===== src/indexed_ordered_list_macros.svh =====
// assertion macros used by the ordered list datapath
// needs clk and rst_n in the scope of each use
`ifndef INDEXED_ORDERED_LIST_MACROS_SVH
`define INDEXED_ORDERED_LIST_MACROS_SVH

`ifndef SYNTHESIS
// same-cycle implication, checked out of reset
`define IOL_ASSERT_NOW(lbl, ante, cons) \
  lbl: assert property (@(posedge clk) disable iff (!rst_n) (ante) |-> (cons)) \
    else $error("indexed_ordered_list: assertion failed");
// next-cycle implication, checked out of reset
`define IOL_ASSERT_NEXT(lbl, ante, cons) \
  lbl: assert property (@(posedge clk) disable iff (!rst_n) (ante) |=> (cons)) \
    else $error("indexed_ordered_list: assertion failed");
`else
`define IOL_ASSERT_NOW(lbl, ante, cons)
`define IOL_ASSERT_NEXT(lbl, ante, cons)
`endif

`endif


===== src/iol_pkg.sv =====
// shared types and constants of the ordered list block
// used by the interfaces, controller, datapath and top level
package iol_pkg;

  localparam int DEPTH  = 64;
  localparam int ELEM_W = 32;

  localparam int CMD_W   = 3;
  localparam int POS_W   = 7;
  localparam int VAL_W   = 32;
  localparam int STAT_W  = 2;
  localparam int FPOS_W  = 6;
  localparam int ECNT_W  = 7;

  localparam int CNT_W  = $clog2(DEPTH + 1);
  localparam int ADDR_W = $clog2(DEPTH);
  localparam int CMP_W  = (POS_W > CNT_W) ? POS_W : CNT_W;
  localparam int VX_W   = (ELEM_W > VAL_W) ? ELEM_W : VAL_W;
  localparam int CX_W   = (CNT_W > ECNT_W) ? CNT_W : ECNT_W;
  localparam int FX_W   = (CNT_W > FPOS_W) ? CNT_W : FPOS_W;

  typedef enum logic [CMD_W-1:0] {
    CMD_APPEND    = 3'd0,
    CMD_INSERT    = 3'd1,
    CMD_READ      = 3'd2,
    CMD_OVERWRITE = 3'd3,
    CMD_REMOVE    = 3'd4,
    CMD_POP       = 3'd5,
    CMD_FIND      = 3'd6,
    CMD_CLEAR     = 3'd7
  } cmd_t;

  typedef enum logic [STAT_W-1:0] {
    STAT_OK      = 2'd0,
    STAT_BAD_POS = 2'd1,
    STAT_FULL    = 2'd2
  } status_t;

  typedef enum logic [3:0] {
    S_IDLE,
    S_DECODE,
    S_UP_RD,
    S_UP_WR,
    S_DN_CAP,
    S_DN_RD,
    S_DN_WR,
    S_RD_WAIT,
    S_FIND_RD,
    S_FIND_CMP,
    S_DONE
  } state_t;

  typedef enum logic [2:0] {
    IDX_HOLD,
    IDX_COUNT,
    IDX_POS,
    IDX_ZERO,
    IDX_INC,
    IDX_DEC
  } idx_op_t;

  typedef enum logic [1:0] {
    CNT_HOLD,
    CNT_INC,
    CNT_DEC,
    CNT_CLR
  } cnt_op_t;

  typedef enum logic [1:0] {
    WA_COUNT,
    WA_POS,
    WA_IDX
  } wsel_t;

  typedef enum logic [1:0] {
    RA_POS,
    RA_IDX,
    RA_IDX_M1,
    RA_IDX_P1
  } rsel_t;

  typedef struct packed {
    logic    capture;
    idx_op_t idx_op;
    cnt_op_t cnt_op;
    logic    mem_we;
    wsel_t   wsel;
    logic    wd_rdata;
    rsel_t   rsel;
    logic    set_status;
    status_t status_code;
    logic    cap_rd;
    logic    set_found;
    logic    publish;
  } ctl_t;

  typedef struct packed {
    cmd_t cmd;
    logic pos_gt_cnt;
    logic pos_ge_cnt;
    logic full;
    logic idx_eq_pos;
    logic idx_last;
    logic idx_end;
    logic match;
    logic out_free;
  } sts_t;

endpackage


===== src/iol_in_if.sv =====
// command channel of the ordered list: valid/ready plus the command word
// depends on iol_pkg for field widths
interface iol_in_if;
  logic                        valid;
  logic                        ready;
  logic [iol_pkg::CMD_W-1:0]   cmd;
  logic [iol_pkg::POS_W-1:0]   position;
  logic [iol_pkg::VAL_W-1:0]   item_value;

  modport source (output valid, cmd, position, item_value, input ready);
  modport sink   (input valid, cmd, position, item_value, output ready);
endinterface


===== src/iol_out_if.sv =====
// result channel of the ordered list: valid/ready plus the result word
// depends on iol_pkg for field widths
interface iol_out_if;
  logic                        valid;
  logic                        ready;
  logic [iol_pkg::STAT_W-1:0]  status;
  logic [iol_pkg::VAL_W-1:0]   read_value;
  logic                        found;
  logic [iol_pkg::FPOS_W-1:0]  found_position;
  logic [iol_pkg::ECNT_W-1:0]  entry_count;
  logic                        is_empty;

  modport source (output valid, status, read_value, found, found_position,
                  entry_count, is_empty, input ready);
  modport sink   (input valid, status, read_value, found, found_position,
                  entry_count, is_empty, output ready);
endinterface


===== src/iol_ram.sv =====
// generic single-write, single-read ram with registered read data
// no dependencies
module iol_ram #(
  parameter int WIDTH = 32,
  parameter int DEPTH = 64
) (
  input  logic                     clk,
  input  logic                     we,
  input  logic [$clog2(DEPTH)-1:0] waddr,
  input  logic [WIDTH-1:0]         wdata,
  input  logic [$clog2(DEPTH)-1:0] raddr,
  output logic [WIDTH-1:0]         rdata
);

  logic [WIDTH-1:0] mem [DEPTH];
  logic [WIDTH-1:0] rdata_r;

  always_ff @(posedge clk) begin
    if (we) begin
      mem[waddr] <= wdata;
    end
    rdata_r <= mem[raddr];
  end

  assign rdata = rdata_r;

endmodule


===== src/iol_ctrl.sv =====
// controller of the ordered list: sequences shifts, scans and result hand-off
// depends on iol_pkg for state, command and control types
module iol_ctrl (
  input  logic          clk,
  input  logic          rst_n,
  input  logic          in_valid,
  output logic          in_ready,
  input  iol_pkg::sts_t sts,
  output iol_pkg::ctl_t ctl
);

  iol_pkg::state_t state_r, state_nxt;
  logic            accept;

  assign accept = in_valid && in_ready;

  always_ff @(posedge clk) begin
    if (!rst_n) begin
      state_r <= iol_pkg::S_IDLE;
    end else begin
      state_r <= state_nxt;
    end
  end

  // next state
  always_comb begin
    state_nxt = state_r;
    case (state_r)
      iol_pkg::S_IDLE: begin
        if (accept) state_nxt = iol_pkg::S_DECODE;
      end
      iol_pkg::S_DECODE: begin
        case (sts.cmd)
          iol_pkg::CMD_INSERT: begin
            if (sts.pos_gt_cnt || sts.full) state_nxt = iol_pkg::S_DONE;
            else state_nxt = iol_pkg::S_UP_RD;
          end
          iol_pkg::CMD_READ: begin
            if (sts.pos_ge_cnt) state_nxt = iol_pkg::S_DONE;
            else state_nxt = iol_pkg::S_RD_WAIT;
          end
          iol_pkg::CMD_REMOVE, iol_pkg::CMD_POP: begin
            if (sts.pos_ge_cnt) state_nxt = iol_pkg::S_DONE;
            else state_nxt = iol_pkg::S_DN_CAP;
          end
          iol_pkg::CMD_FIND: state_nxt = iol_pkg::S_FIND_RD;
          default:           state_nxt = iol_pkg::S_DONE;
        endcase
      end
      iol_pkg::S_UP_RD: begin
        if (sts.idx_eq_pos) state_nxt = iol_pkg::S_DONE;
        else state_nxt = iol_pkg::S_UP_WR;
      end
      iol_pkg::S_UP_WR:   state_nxt = iol_pkg::S_UP_RD;
      iol_pkg::S_DN_CAP:  state_nxt = iol_pkg::S_DN_RD;
      iol_pkg::S_DN_RD: begin
        if (sts.idx_last) state_nxt = iol_pkg::S_DONE;
        else state_nxt = iol_pkg::S_DN_WR;
      end
      iol_pkg::S_DN_WR:   state_nxt = iol_pkg::S_DN_RD;
      iol_pkg::S_RD_WAIT: state_nxt = iol_pkg::S_DONE;
      iol_pkg::S_FIND_RD: begin
        if (sts.idx_end) state_nxt = iol_pkg::S_DONE;
        else state_nxt = iol_pkg::S_FIND_CMP;
      end
      iol_pkg::S_FIND_CMP: begin
        if (sts.match) state_nxt = iol_pkg::S_DONE;
        else state_nxt = iol_pkg::S_FIND_RD;
      end
      iol_pkg::S_DONE: begin
        if (sts.out_free) state_nxt = iol_pkg::S_IDLE;
      end
      default: state_nxt = iol_pkg::S_IDLE;
    endcase
  end

  // outputs
  always_comb begin
    in_ready        = 1'b0;
    ctl.capture     = 1'b0;
    ctl.idx_op      = iol_pkg::IDX_HOLD;
    ctl.cnt_op      = iol_pkg::CNT_HOLD;
    ctl.mem_we      = 1'b0;
    ctl.wsel        = iol_pkg::WA_IDX;
    ctl.wd_rdata    = 1'b0;
    ctl.rsel        = iol_pkg::RA_POS;
    ctl.set_status  = 1'b0;
    ctl.status_code = iol_pkg::STAT_OK;
    ctl.cap_rd      = 1'b0;
    ctl.set_found   = 1'b0;
    ctl.publish     = 1'b0;
    case (state_r)
      iol_pkg::S_IDLE: begin
        in_ready    = 1'b1;
        ctl.capture = accept;
      end
      iol_pkg::S_DECODE: begin
        case (sts.cmd)
          iol_pkg::CMD_APPEND: begin
            if (sts.full) begin
              ctl.set_status  = 1'b1;
              ctl.status_code = iol_pkg::STAT_FULL;
            end else begin
              ctl.mem_we = 1'b1;
              ctl.wsel   = iol_pkg::WA_COUNT;
              ctl.cnt_op = iol_pkg::CNT_INC;
            end
          end
          iol_pkg::CMD_INSERT: begin
            // position check wins over the full check
            if (sts.pos_gt_cnt) begin
              ctl.set_status  = 1'b1;
              ctl.status_code = iol_pkg::STAT_BAD_POS;
            end else if (sts.full) begin
              ctl.set_status  = 1'b1;
              ctl.status_code = iol_pkg::STAT_FULL;
            end else begin
              ctl.idx_op = iol_pkg::IDX_COUNT;
            end
          end
          iol_pkg::CMD_READ, iol_pkg::CMD_REMOVE, iol_pkg::CMD_POP: begin
            if (sts.pos_ge_cnt) begin
              ctl.set_status  = 1'b1;
              ctl.status_code = iol_pkg::STAT_BAD_POS;
            end else begin
              ctl.rsel   = iol_pkg::RA_POS;
              ctl.idx_op = iol_pkg::IDX_POS;
            end
          end
          iol_pkg::CMD_OVERWRITE: begin
            if (sts.pos_ge_cnt) begin
              ctl.set_status  = 1'b1;
              ctl.status_code = iol_pkg::STAT_BAD_POS;
            end else begin
              ctl.mem_we = 1'b1;
              ctl.wsel   = iol_pkg::WA_POS;
            end
          end
          iol_pkg::CMD_FIND:  ctl.idx_op = iol_pkg::IDX_ZERO;
          iol_pkg::CMD_CLEAR: ctl.cnt_op = iol_pkg::CNT_CLR;
          default: ;
        endcase
      end
      iol_pkg::S_UP_RD: begin
        if (sts.idx_eq_pos) begin
          // gap opened: drop the new word in
          ctl.mem_we = 1'b1;
          ctl.wsel   = iol_pkg::WA_POS;
          ctl.cnt_op = iol_pkg::CNT_INC;
        end else begin
          ctl.rsel = iol_pkg::RA_IDX_M1;
        end
      end
      iol_pkg::S_UP_WR: begin
        ctl.mem_we   = 1'b1;
        ctl.wsel     = iol_pkg::WA_IDX;
        ctl.wd_rdata = 1'b1;
        ctl.idx_op   = iol_pkg::IDX_DEC;
      end
      iol_pkg::S_DN_CAP: begin
        ctl.cap_rd = (sts.cmd == iol_pkg::CMD_POP);
      end
      iol_pkg::S_DN_RD: begin
        if (sts.idx_last) ctl.cnt_op = iol_pkg::CNT_DEC;
        else ctl.rsel = iol_pkg::RA_IDX_P1;
      end
      iol_pkg::S_DN_WR: begin
        ctl.mem_we   = 1'b1;
        ctl.wsel     = iol_pkg::WA_IDX;
        ctl.wd_rdata = 1'b1;
        ctl.idx_op   = iol_pkg::IDX_INC;
      end
      iol_pkg::S_RD_WAIT: ctl.cap_rd = 1'b1;
      iol_pkg::S_FIND_RD: ctl.rsel = iol_pkg::RA_IDX;
      iol_pkg::S_FIND_CMP: begin
        if (sts.match) ctl.set_found = 1'b1;
        else ctl.idx_op = iol_pkg::IDX_INC;
      end
      iol_pkg::S_DONE: ctl.publish = sts.out_free;
      default: ;
    endcase
  end

endmodule


===== src/iol_dp.sv =====
// datapath of the ordered list: entry store, count, index counter, result registers
// depends on iol_pkg, iol_ram and the assertion macros
`include "indexed_ordered_list_macros.svh"

module iol_dp (
  input  logic                         clk,
  input  logic                         rst_n,
  input  logic [iol_pkg::CMD_W-1:0]    in_cmd,
  input  logic [iol_pkg::POS_W-1:0]    in_position,
  input  logic [iol_pkg::VAL_W-1:0]    in_item_value,
  input  iol_pkg::ctl_t                ctl,
  output iol_pkg::sts_t                sts,
  input  logic                         out_ready,
  output logic                         out_valid,
  output logic [iol_pkg::STAT_W-1:0]   out_status,
  output logic [iol_pkg::VAL_W-1:0]    out_read_value,
  output logic                         out_found,
  output logic [iol_pkg::FPOS_W-1:0]   out_found_position,
  output logic [iol_pkg::ECNT_W-1:0]   out_entry_count,
  output logic                         out_is_empty
);

  localparam int CNT_W  = iol_pkg::CNT_W;
  localparam int ADDR_W = iol_pkg::ADDR_W;
  localparam int CMP_W  = iol_pkg::CMP_W;
  localparam int ELEM_W = iol_pkg::ELEM_W;

  // captured command word
  iol_pkg::cmd_t               cmd_r;
  logic [iol_pkg::POS_W-1:0]   pos_r;
  logic [ELEM_W-1:0]           val_r;

  logic [CNT_W-1:0]  count_r, count_nxt;
  logic [CNT_W-1:0]  idx_r, idx_nxt;

  // working result
  iol_pkg::status_t  stat_r;
  logic [ELEM_W-1:0] rd_r;
  logic              found_r;
  logic [CNT_W-1:0]  fpos_r;

  // output register
  logic                        out_valid_r;
  logic [iol_pkg::STAT_W-1:0]  out_status_r;
  logic [iol_pkg::VAL_W-1:0]   out_read_value_r;
  logic                        out_found_r;
  logic [iol_pkg::FPOS_W-1:0]  out_found_position_r;
  logic [iol_pkg::ECNT_W-1:0]  out_entry_count_r;
  logic                        out_is_empty_r;

  logic [iol_pkg::VX_W-1:0] val_x;
  logic [iol_pkg::VX_W-1:0] rd_x;
  logic [iol_pkg::CX_W-1:0] cnt_x;
  logic [iol_pkg::FX_W-1:0] fpos_x;

  logic [CMP_W-1:0]  pos_c, cnt_c, idx_c;
  logic [CNT_W-1:0]  idx_p1, idx_m1;
  logic [ADDR_W-1:0] pos_a, waddr, raddr;
  logic [ELEM_W-1:0] wdata, rdata;
  logic              out_free;

  assign val_x  = iol_pkg::VX_W'(in_item_value);
  assign pos_c  = CMP_W'(pos_r);
  assign cnt_c  = CMP_W'(count_r);
  assign idx_c  = CMP_W'(idx_r);
  assign idx_p1 = idx_r + 1'b1;
  assign idx_m1 = idx_r - 1'b1;
  assign pos_a  = pos_c[ADDR_W-1:0];
  assign out_free = !out_valid_r || out_ready;

  always_comb begin
    case (ctl.wsel)
      iol_pkg::WA_COUNT: waddr = count_r[ADDR_W-1:0];
      iol_pkg::WA_POS:   waddr = pos_a;
      default:           waddr = idx_r[ADDR_W-1:0];
    endcase
  end

  always_comb begin
    case (ctl.rsel)
      iol_pkg::RA_IDX:    raddr = idx_r[ADDR_W-1:0];
      iol_pkg::RA_IDX_M1: raddr = idx_m1[ADDR_W-1:0];
      iol_pkg::RA_IDX_P1: raddr = idx_p1[ADDR_W-1:0];
      default:            raddr = pos_a;
    endcase
  end

  assign wdata = ctl.wd_rdata ? rdata : val_r;

  iol_ram #(
    .WIDTH (ELEM_W),
    .DEPTH (iol_pkg::DEPTH)
  ) u_ram (
    .clk   (clk),
    .we    (ctl.mem_we),
    .waddr (waddr),
    .wdata (wdata),
    .raddr (raddr),
    .rdata (rdata)
  );

  always_comb begin
    sts.cmd        = cmd_r;
    sts.pos_gt_cnt = pos_c > cnt_c;
    sts.pos_ge_cnt = pos_c >= cnt_c;
    sts.full       = count_r == CNT_W'(iol_pkg::DEPTH);
    sts.idx_eq_pos = idx_c == pos_c;
    sts.idx_last   = idx_p1 >= count_r;
    sts.idx_end    = idx_r >= count_r;
    sts.match      = rdata == val_r;
    sts.out_free   = out_free;
  end

  always_comb begin
    case (ctl.cnt_op)
      iol_pkg::CNT_INC: count_nxt = count_r + 1'b1;
      iol_pkg::CNT_DEC: count_nxt = count_r - 1'b1;
      iol_pkg::CNT_CLR: count_nxt = '0;
      default:          count_nxt = count_r;
    endcase
  end

  always_comb begin
    case (ctl.idx_op)
      iol_pkg::IDX_COUNT: idx_nxt = count_r;
      iol_pkg::IDX_POS:   idx_nxt = pos_c[CNT_W-1:0];
      iol_pkg::IDX_ZERO:  idx_nxt = '0;
      iol_pkg::IDX_INC:   idx_nxt = idx_p1;
      iol_pkg::IDX_DEC:   idx_nxt = idx_m1;
      default:            idx_nxt = idx_r;
    endcase
  end

  always_ff @(posedge clk) begin
    if (!rst_n) begin
      count_r     <= '0;
      out_valid_r <= 1'b0;
    end else begin
      count_r <= count_nxt;
      if (ctl.publish) out_valid_r <= 1'b1;
      else if (out_ready) out_valid_r <= 1'b0;
    end
  end

  always_ff @(posedge clk) begin
    idx_r <= idx_nxt;
    if (ctl.capture) begin
      cmd_r   <= iol_pkg::cmd_t'(in_cmd);
      pos_r   <= in_position;
      val_r   <= val_x[ELEM_W-1:0];
      stat_r  <= iol_pkg::STAT_OK;
      rd_r    <= '0;
      found_r <= 1'b0;
      fpos_r  <= '0;
    end else begin
      if (ctl.set_status) stat_r <= ctl.status_code;
      if (ctl.cap_rd) rd_r <= rdata;
      if (ctl.set_found) begin
        found_r <= 1'b1;
        fpos_r  <= idx_r;
      end
    end
  end

  // count is already final when the word is published
  assign rd_x   = iol_pkg::VX_W'(rd_r);
  assign cnt_x  = iol_pkg::CX_W'(count_r);
  assign fpos_x = iol_pkg::FX_W'(fpos_r);

  always_ff @(posedge clk) begin
    if (ctl.publish) begin
      out_status_r         <= stat_r;
      out_read_value_r     <= rd_x[iol_pkg::VAL_W-1:0];
      out_found_r          <= found_r;
      out_found_position_r <= fpos_x[iol_pkg::FPOS_W-1:0];
      out_entry_count_r    <= cnt_x[iol_pkg::ECNT_W-1:0];
      out_is_empty_r       <= count_r == '0;
    end
  end

  assign out_valid          = out_valid_r;
  assign out_status         = out_status_r;
  assign out_read_value     = out_read_value_r;
  assign out_found          = out_found_r;
  assign out_found_position = out_found_position_r;
  assign out_entry_count    = out_entry_count_r;
  assign out_is_empty       = out_is_empty_r;

  `IOL_ASSERT_NOW(a_count_bound, 1'b1, count_r <= CNT_W'(iol_pkg::DEPTH))
  `IOL_ASSERT_NOW(a_inc_not_full, ctl.cnt_op == iol_pkg::CNT_INC,
                  count_r < CNT_W'(iol_pkg::DEPTH))
  `IOL_ASSERT_NOW(a_shift_in_list, ctl.mem_we && ctl.wsel == iol_pkg::WA_IDX,
                  idx_r <= count_r && idx_r < CNT_W'(iol_pkg::DEPTH))
  `IOL_ASSERT_NOW(a_publish_free, ctl.publish, !out_valid_r || out_ready)
  `IOL_ASSERT_NEXT(a_publish_valid, ctl.publish, out_valid_r)

endmodule


===== src/indexed_ordered_list.sv =====
// result word registered when the command completes; append, overwrite, clear and errors
//   complete on decode, read waits on the ram, insert moves the entries from the position on
//   up, remove and pop move the entries above it down, find scans until a match or the end
// throughput: one command at a time, next word accepted the cycle after the result is
//   registered, later while an earlier result still waits on out ready
// reset: synchronous active-low, count cleared; entry ram is not cleared (no sweep)
module indexed_ordered_list (
  input  logic      clk,
  input  logic      rst_n,
  iol_in_if.sink    in_ch,
  iol_out_if.source out_ch
);

  iol_pkg::ctl_t ctl;
  iol_pkg::sts_t sts;
  logic          in_ready;

  assign in_ch.ready = in_ready;

  iol_ctrl u_ctrl (
    .clk      (clk),
    .rst_n    (rst_n),
    .in_valid (in_ch.valid),
    .in_ready (in_ready),
    .sts      (sts),
    .ctl      (ctl)
  );

  iol_dp u_dp (
    .clk                (clk),
    .rst_n              (rst_n),
    .in_cmd             (in_ch.cmd),
    .in_position        (in_ch.position),
    .in_item_value      (in_ch.item_value),
    .ctl                (ctl),
    .sts                (sts),
    .out_ready          (out_ch.ready),
    .out_valid          (out_ch.valid),
    .out_status         (out_ch.status),
    .out_read_value     (out_ch.read_value),
    .out_found          (out_ch.found),
    .out_found_position (out_ch.found_position),
    .out_entry_count    (out_ch.entry_count),
    .out_is_empty       (out_ch.is_empty)
  );

endmodule


===== src/flat_wrapper.sv =====
// flat-port wrapper written by rule: the top's interface ports become plain ports
module indexed_ordered_list_flat 
  (clk, rst_n, in_ch_valid, in_ch_cmd, in_ch_position, in_ch_item_value, in_ch_ready, out_ch_valid, out_ch_status, out_ch_read_value, out_ch_found, out_ch_found_position, out_ch_entry_count, out_ch_is_empty, out_ch_ready);
  iol_in_if in_ch_i ();
  iol_out_if out_ch_i ();
  input  logic clk;
  input  logic rst_n;
  input wire logic [$bits(in_ch_i.valid)-1:0] in_ch_valid;
  input wire logic [$bits(in_ch_i.cmd)-1:0] in_ch_cmd;
  input wire logic [$bits(in_ch_i.position)-1:0] in_ch_position;
  input wire logic [$bits(in_ch_i.item_value)-1:0] in_ch_item_value;
  output wire logic [$bits(in_ch_i.ready)-1:0] in_ch_ready;
  output wire logic [$bits(out_ch_i.valid)-1:0] out_ch_valid;
  output wire logic [$bits(out_ch_i.status)-1:0] out_ch_status;
  output wire logic [$bits(out_ch_i.read_value)-1:0] out_ch_read_value;
  output wire logic [$bits(out_ch_i.found)-1:0] out_ch_found;
  output wire logic [$bits(out_ch_i.found_position)-1:0] out_ch_found_position;
  output wire logic [$bits(out_ch_i.entry_count)-1:0] out_ch_entry_count;
  output wire logic [$bits(out_ch_i.is_empty)-1:0] out_ch_is_empty;
  input wire logic [$bits(out_ch_i.ready)-1:0] out_ch_ready;
  assign in_ch_i.valid = in_ch_valid;
  assign in_ch_i.cmd = in_ch_cmd;
  assign in_ch_i.position = in_ch_position;
  assign in_ch_i.item_value = in_ch_item_value;
  assign in_ch_ready = in_ch_i.ready;
  assign out_ch_valid = out_ch_i.valid;
  assign out_ch_status = out_ch_i.status;
  assign out_ch_read_value = out_ch_i.read_value;
  assign out_ch_found = out_ch_i.found;
  assign out_ch_found_position = out_ch_i.found_position;
  assign out_ch_entry_count = out_ch_i.entry_count;
  assign out_ch_is_empty = out_ch_i.is_empty;
  assign out_ch_i.ready = out_ch_ready;
  indexed_ordered_list u_core (.clk(clk), .rst_n(rst_n), .in_ch(in_ch_i), .out_ch(out_ch_i));
endmodule

===== config.mk =====
export PLATFORM = sky130hd
export DESIGN_NAME = indexed_ordered_list_flat
export DESIGN_NICKNAME = d
export VERILOG_FILES = /design/src/iol_pkg.sv /design/src/iol_in_if.sv /design/src/iol_out_if.sv /design/src/iol_ram.sv /design/src/iol_ctrl.sv /design/src/iol_dp.sv /design/src/indexed_ordered_list.sv /design/src/flat_wrapper.sv
export VERILOG_INCLUDE_DIRS = /design/src /design/src/src
export SDC_FILE = /design/constraint.sdc
export NUM_CORES = 2
export LEC_CHECK = 0
export BUFFER_PORTS_ARGS = -buffer_cell sky130_fd_sc_hd__buf_4
export CORE_ASPECT_RATIO = 0.7
export CORE_MARGIN = 2
export CORE_UTILIZATION = 55
export CTS_BUF_LIST = sky130_fd_sc_hd__clkbuf_16
export CTS_CLUSTER_DIAMETER = 150
export DETAILED_ROUTE_END_ITERATION = 7
export PLACE_DENSITY = 0.71
export SYNTH_ARGS = -nofsm -noshare
export SYNTH_HDL_FRONTEND = slang
export SYNTH_HIERARCHICAL = 1
export SYNTH_SLANG_ARGS = --single-unit

===== constraint.sdc =====
create_clock -name clk -period 11 [get_ports clk]
set_input_delay 1.1 -clock clk [delete_from_list [all_inputs] [get_ports clk]]
set_output_delay 1.1 -clock clk [all_outputs]
set_load 0.005 [all_outputs]

# Word level (Yosys, flattened, before mapping)
# Memories as Yosys holds them, arrays and structs flattened. A register that Yosys moved wholly into a read port is not among the register bits.
# Cells that the tools add are included.
# word_totals
reg_bits,151
ram_bits,2048
in_bits,46
elab_cells,126
mem_count,1
# op_classes
addsub,4
order_cmp,4
n_eq_ne,34
n_mux,49
reduce_logical,17
# memory_table
memory,words,width,read_ports,rd_clocked_by_memory_dff,write_ports,line_no,rtl
u_core.u_dp.u_ram.mem,64,32,1,1,1,iol_ram.sv:15,logic [WIDTH-1:0] mem [DEPTH];
# op_table
cell,count
4-bit one-hot mux with 10 select lines,1
4-bit two-way mux,9
7-bit one-hot mux with 5 select lines,1
32-bit equality test,1
32-bit two-way mux,1
7-bit >= comparator,3
7-bit one-hot mux with 3 select lines,1
3-bit equality test (second input constant),6
3-bit two-way mux,6
2-bit one-hot mux with 3 select lines,3
3-bit one-hot mux with 3 select lines,2
6-bit one-hot mux with 3 select lines,1
4-bit by 3-bit equality test with 1-bit output (second input constant),4
4-bit one-hot mux with 4 select lines,1
7-bit by 1-bit adder with 7-bit output (second input constant),2
7-bit by 1-bit subtractor with 7-bit output (second input constant),2
3-bit by 2-bit equality test with 1-bit output (second input constant),4
4-bit equality test (second input constant),3
1-bit two-way mux,12
2-bit two-way mux,6
3-bit one-hot mux with 4 select lines,1
6-bit one-hot mux with 2 select lines,1
2-bit equality test (second input constant),4
4-bit by 2-bit equality test with 1-bit output (second input constant),2
24 further kinds,31

# Logic depth before layout (Yosys ltp)
# logic_depth
depth_word,7
mapped_depth,25
mapped_depth_nobuf,20

# Cells and area by module
# Netlist, hierarchy kept.
# by_module_without_submodules
mod,n_inst,cells_each,area_per_inst_um2,seq_area_each_um2
iol_ram,1,3324,78515.3,62139.6
iol_dp,1,562,6911.6,3923.8
iol_ctrl,1,118,748.2,80.1

# Worst setup path before layout
# OpenSTA, ideal clock, no wires.
# synth_path
kind,reg-to-reg
from,"reg u_core.u_dp.count_r[1], in the netlist u_core/u_dp/cnt_c[1]"
to,"mem u_core.u_dp.u_ram.mem[49][0], enable pin"
setup_time_ns,0.461
arrival_ns,5.434
required_time_ns,10.539
slack_ns,5.106
stages_incl_launch_ff,17
n_path_buf,2
period_less_slack_ns,5.894
path_cell_list,dfxtp_1 > buf_2 > inv_1 > ha_1 > nor2b_1 > o21ai_0 > a21oi_1 > a211oi_1 > o21ai_0 > inv_1 > a31oi_1 > o41ai_1 > nand2_1 > clkbuf_1 > o21ai_0 > nand4_1 > nor3_1
# synth_lines
element,line_no,rtl
from (decl),iol_dp.sv:33,"logic [CNT_W-1:0] count_r, count_nxt;"
from (signal assigned),iol_dp.sv:139,count_r <= count_nxt;
to (decl),iol_ram.sv:15,

==> flow_summary.yaml <==
outcome:
  status: "completed"
global_routing:
  grt_pass1_wl_um: 305300
  use_met2_pct: 38.21
  top_usage_layer: "met1"
  grt_max_degree: 106
  gr-total-overflow: 0
  globalRouteMet3Util_pct: 6.506
  grt_use_total_pct: 26.87
  antenna_found_initial: 8
  grtUsageMet1_pct: 42.24
  grt_pass1_vias: 41420
sta:
  max_slew_margin_pct: 9.558
  finalClockSkew_ns: 0.03594
  rsz0062_at_grt: "no"
  hold_viol: 0
  finalHoldWorstSlack_ns: 0.4324
  worstMarginPinSlew_ns: 1.357
  fin_crit_ns: 7.308
  setup_ws_ns: 3.692
  drv_slew: 0
  fmax_ghz: 0.1368
  finalSetupViolations: 0
  fin_crit_sh_pct: 66.43
  fin_tns_setup_ns: 0
detailed_routing:
  dr.pass1.iters: 7
  postRouteAntennaNets: 0
  vias: 42910
  remaining_drc_errors: 0
  postRouteWirelength_um: 214000
  drt-initial-drc-count: 7174
  detail_route.vias_per_cell: 6.650
  wire_per_inst_um: 33.17
floorplan:
  rows: 121
  die_x_um: 477.1
  start_util_pct: 55.42
  ioPinCount: 97
  die_h_um: 335.2
  dieArea_um2: 159900
  design.core.area_um2: 155500
worst_hold_path:
  min_path_type: "reg2reg"
  whs_path_depth: 0
clock_tree:
  numCtsBuffers: 189
  cts-root-buf: "clkbuf_16"
  cts_tree: "built"
  clockBufferDepth: 3
  clk_pin_slew_ns: 0.07
  htreeDepth: 4
  cts_resized: 0
  cts_hold_buf: 0
  clk_latency_ns: 0.83
  cts.sinks: 2231
  post-cts-setup-buffer-count: 0
place:
  dp_hpwl_um: 120200
  gp_congestion: 0.8851
  port_buffers: 96
  post-place-ws_ns: 3.920
  placed_area_um2: 90000
  placed_cells: 6092
yosys:
  synth_nets: 4076
  synth_top_cell_area_share_pct: 74.78
  yosys-top-cells-area: "edfxtp_1 (75%), mux4_2 (14%), dfxtp_1 (2.0%)"
  synth-edff-count: 2146
  syn_avg_cell_area_um2: 21.52
  ys_seq_area_share_pct: 76.75
  ys.warnings.count: 6
  synth_seq_cells: 2231
  synthArstFlopShare_pct: 0
  netlist_area_um2: 86180
  syn_inst: 4004
  ys.flop_type: "edfxtp_1"
  yosysTopAreaCell: "edfxtp_1"
  ys_types: 74
setup_path:
  worst_r2r_path_depth: 20
  critPathLaunchType: "flop"
  crit_fanout: 58
  arrival_ns: 7.99
  criticalPathCategory: "reg2reg"
  critPathRequiredTime_ns: 11.68
  end_kind: "flop"
cells_and_area:
  area_delta_synth_final_pct: 11.42
  stdcell_area_um2: 96020
  fill_cells: 10460
  layout_commonest_cell: "edfxtp_1"
  fin_util_pct: 61.75
  fin_cells: 6452
  final_nets: 4264
  final_cell_mix: "edfxtp_1 (2146), mux4_2 (546), buf_4 (215), clkbuf_16 (192), nor2_1 (151)"
  drive_above_1_share_pct: 26.26
run:
  drv_cap: 0
power_and_ir_drop:
  vdd_ir_drop_max_mv: 0.2840
  power.total_mw: 26.84
  power_density_nw_per_um2: 279.6
  power_leakage_nw: 30.14
## routing by layer
layer | vias to the layer above | wire, um
li1 | 17110 | -
met1 | 22660 | 86860
met2 | 2853 | 94580
met3 | 285 | 27950
met4 | 2 | 4618
met5 | - | 15
## path summary, 6_finish.rpt
kind                                                          end                  start  slack (ns)
worst max-delay path                  u_core/u_dp/u_ram/rdata[19]   u_core/u_dp/idx_c[0]        3.69
worst min-delay path            u_core/u_dp/out_found_position[2]  u_core/u_dp/fpos_r[2]        0.43
worst max register to register        u_core/u_dp/u_ram/rdata[19]   u_core/u_dp/idx_c[0]        3.69
worst min register to register  u_core/u_dp/out_found_position[2]  u_core/u_dp/fpos_r[2]        0.43
## worst max-delay path: stages, from the launching register on
cell,delay (ns)
edfxtp_1,0.68
ha_1,0.37
nand3_1,0.12
xnor2_1,0.34
ha_1,0.30
o211ai_1,0.17
a21oi_1,0.14
nor2_1,0.20
a32oi_1,0.14
nor2_1,0.53
inv_2,0.24
nor2_1,0.19
a211oi_1,0.10
a21oi_4,0.73
buf_4,0.71
buf_4,0.77
mux4_2,0.43
mux2i_1,0.16
a21oi_1,0.16
a21oi_1,0.51
nor2_1,0.08
## synth_stat cells (all sizes together) (3+ instances only)
library cell / instances
edfxtp: 2146
mux4: 546
nor2: 214
mux2i: 144
buf: 131
clkbuf: 92
o22ai: 88
dfxtp: 85
a21oi: 83
nand2: 54
xor2: 43
o21ai: 36
mux2: 32
o221ai: 28
ha: 26
nor2b: 25
inv: 21
nand2b: 19
nor3: 19
a22oi: 17
nand3: 15
nor4: 15
and3: 11
xnor2: 10
a311oi: 9
or3b: 8
a31oi: 7
nand4: 7
a211oi: 6
a32oi: 6
nand3b: 6
a41o: 5
or3: 5
a21o: 4
and2: 4
o32ai: 4
o41ai: 3
or2: 3
## state kept, by name (all words and copies together), names as in the netlist, 32 cells and up
signal	cells
u_core/u_dp/out_read_value	32
u_core/u_dp/u_ram/mem	2048
u_core/u_dp/u_ram/rdata	32
u_core/u_dp/val_r	32
u_core/u_dp/rd_r	32
## kinds of logic (layout without fill, tap and decap cells)
kind of cell             after synthesis  after routing  share of synthesized area (%)
adder cells (fa/ha/maj)               26             26                         0.3775
AO/OA/AOI/OAI                        315            315                          2.386
XOR/XNOR                              53             53                         0.5387
multiplexers                         722            722                          16.36
buffers and inverters                244            597                          1.342
AND/OR/NAND/NOR                      413            413                          2.242
other                                  0              4                              0
flip-flops                          2231           2231                          76.75
## area by class of cell
type	instances	area [um2]	area share [%]
diodes	4	10.01	0.01042
clock buffers	192	4805	5.004
clock inverters	164	1204	1.254
inverters	21	78.83	0.08210
multi-input cells	1529	19450	20.25
flip-flops and latches	2231	66140	68.89
well taps	2091	2616	2.725
repair buffers	220	1714	1.785
## where the power goes
part	total [mW]	internal [mW]	leakage, nW	switching (mW)
Sequential	10.6	10.3	20.0	0.377
Combinational	9.69	3.93	6.96	5.76
Clock	6.52	3.54	3.17	2.97
Total	26.8	17.7	30.1	9.11
(Power assumes the default switching activity.)
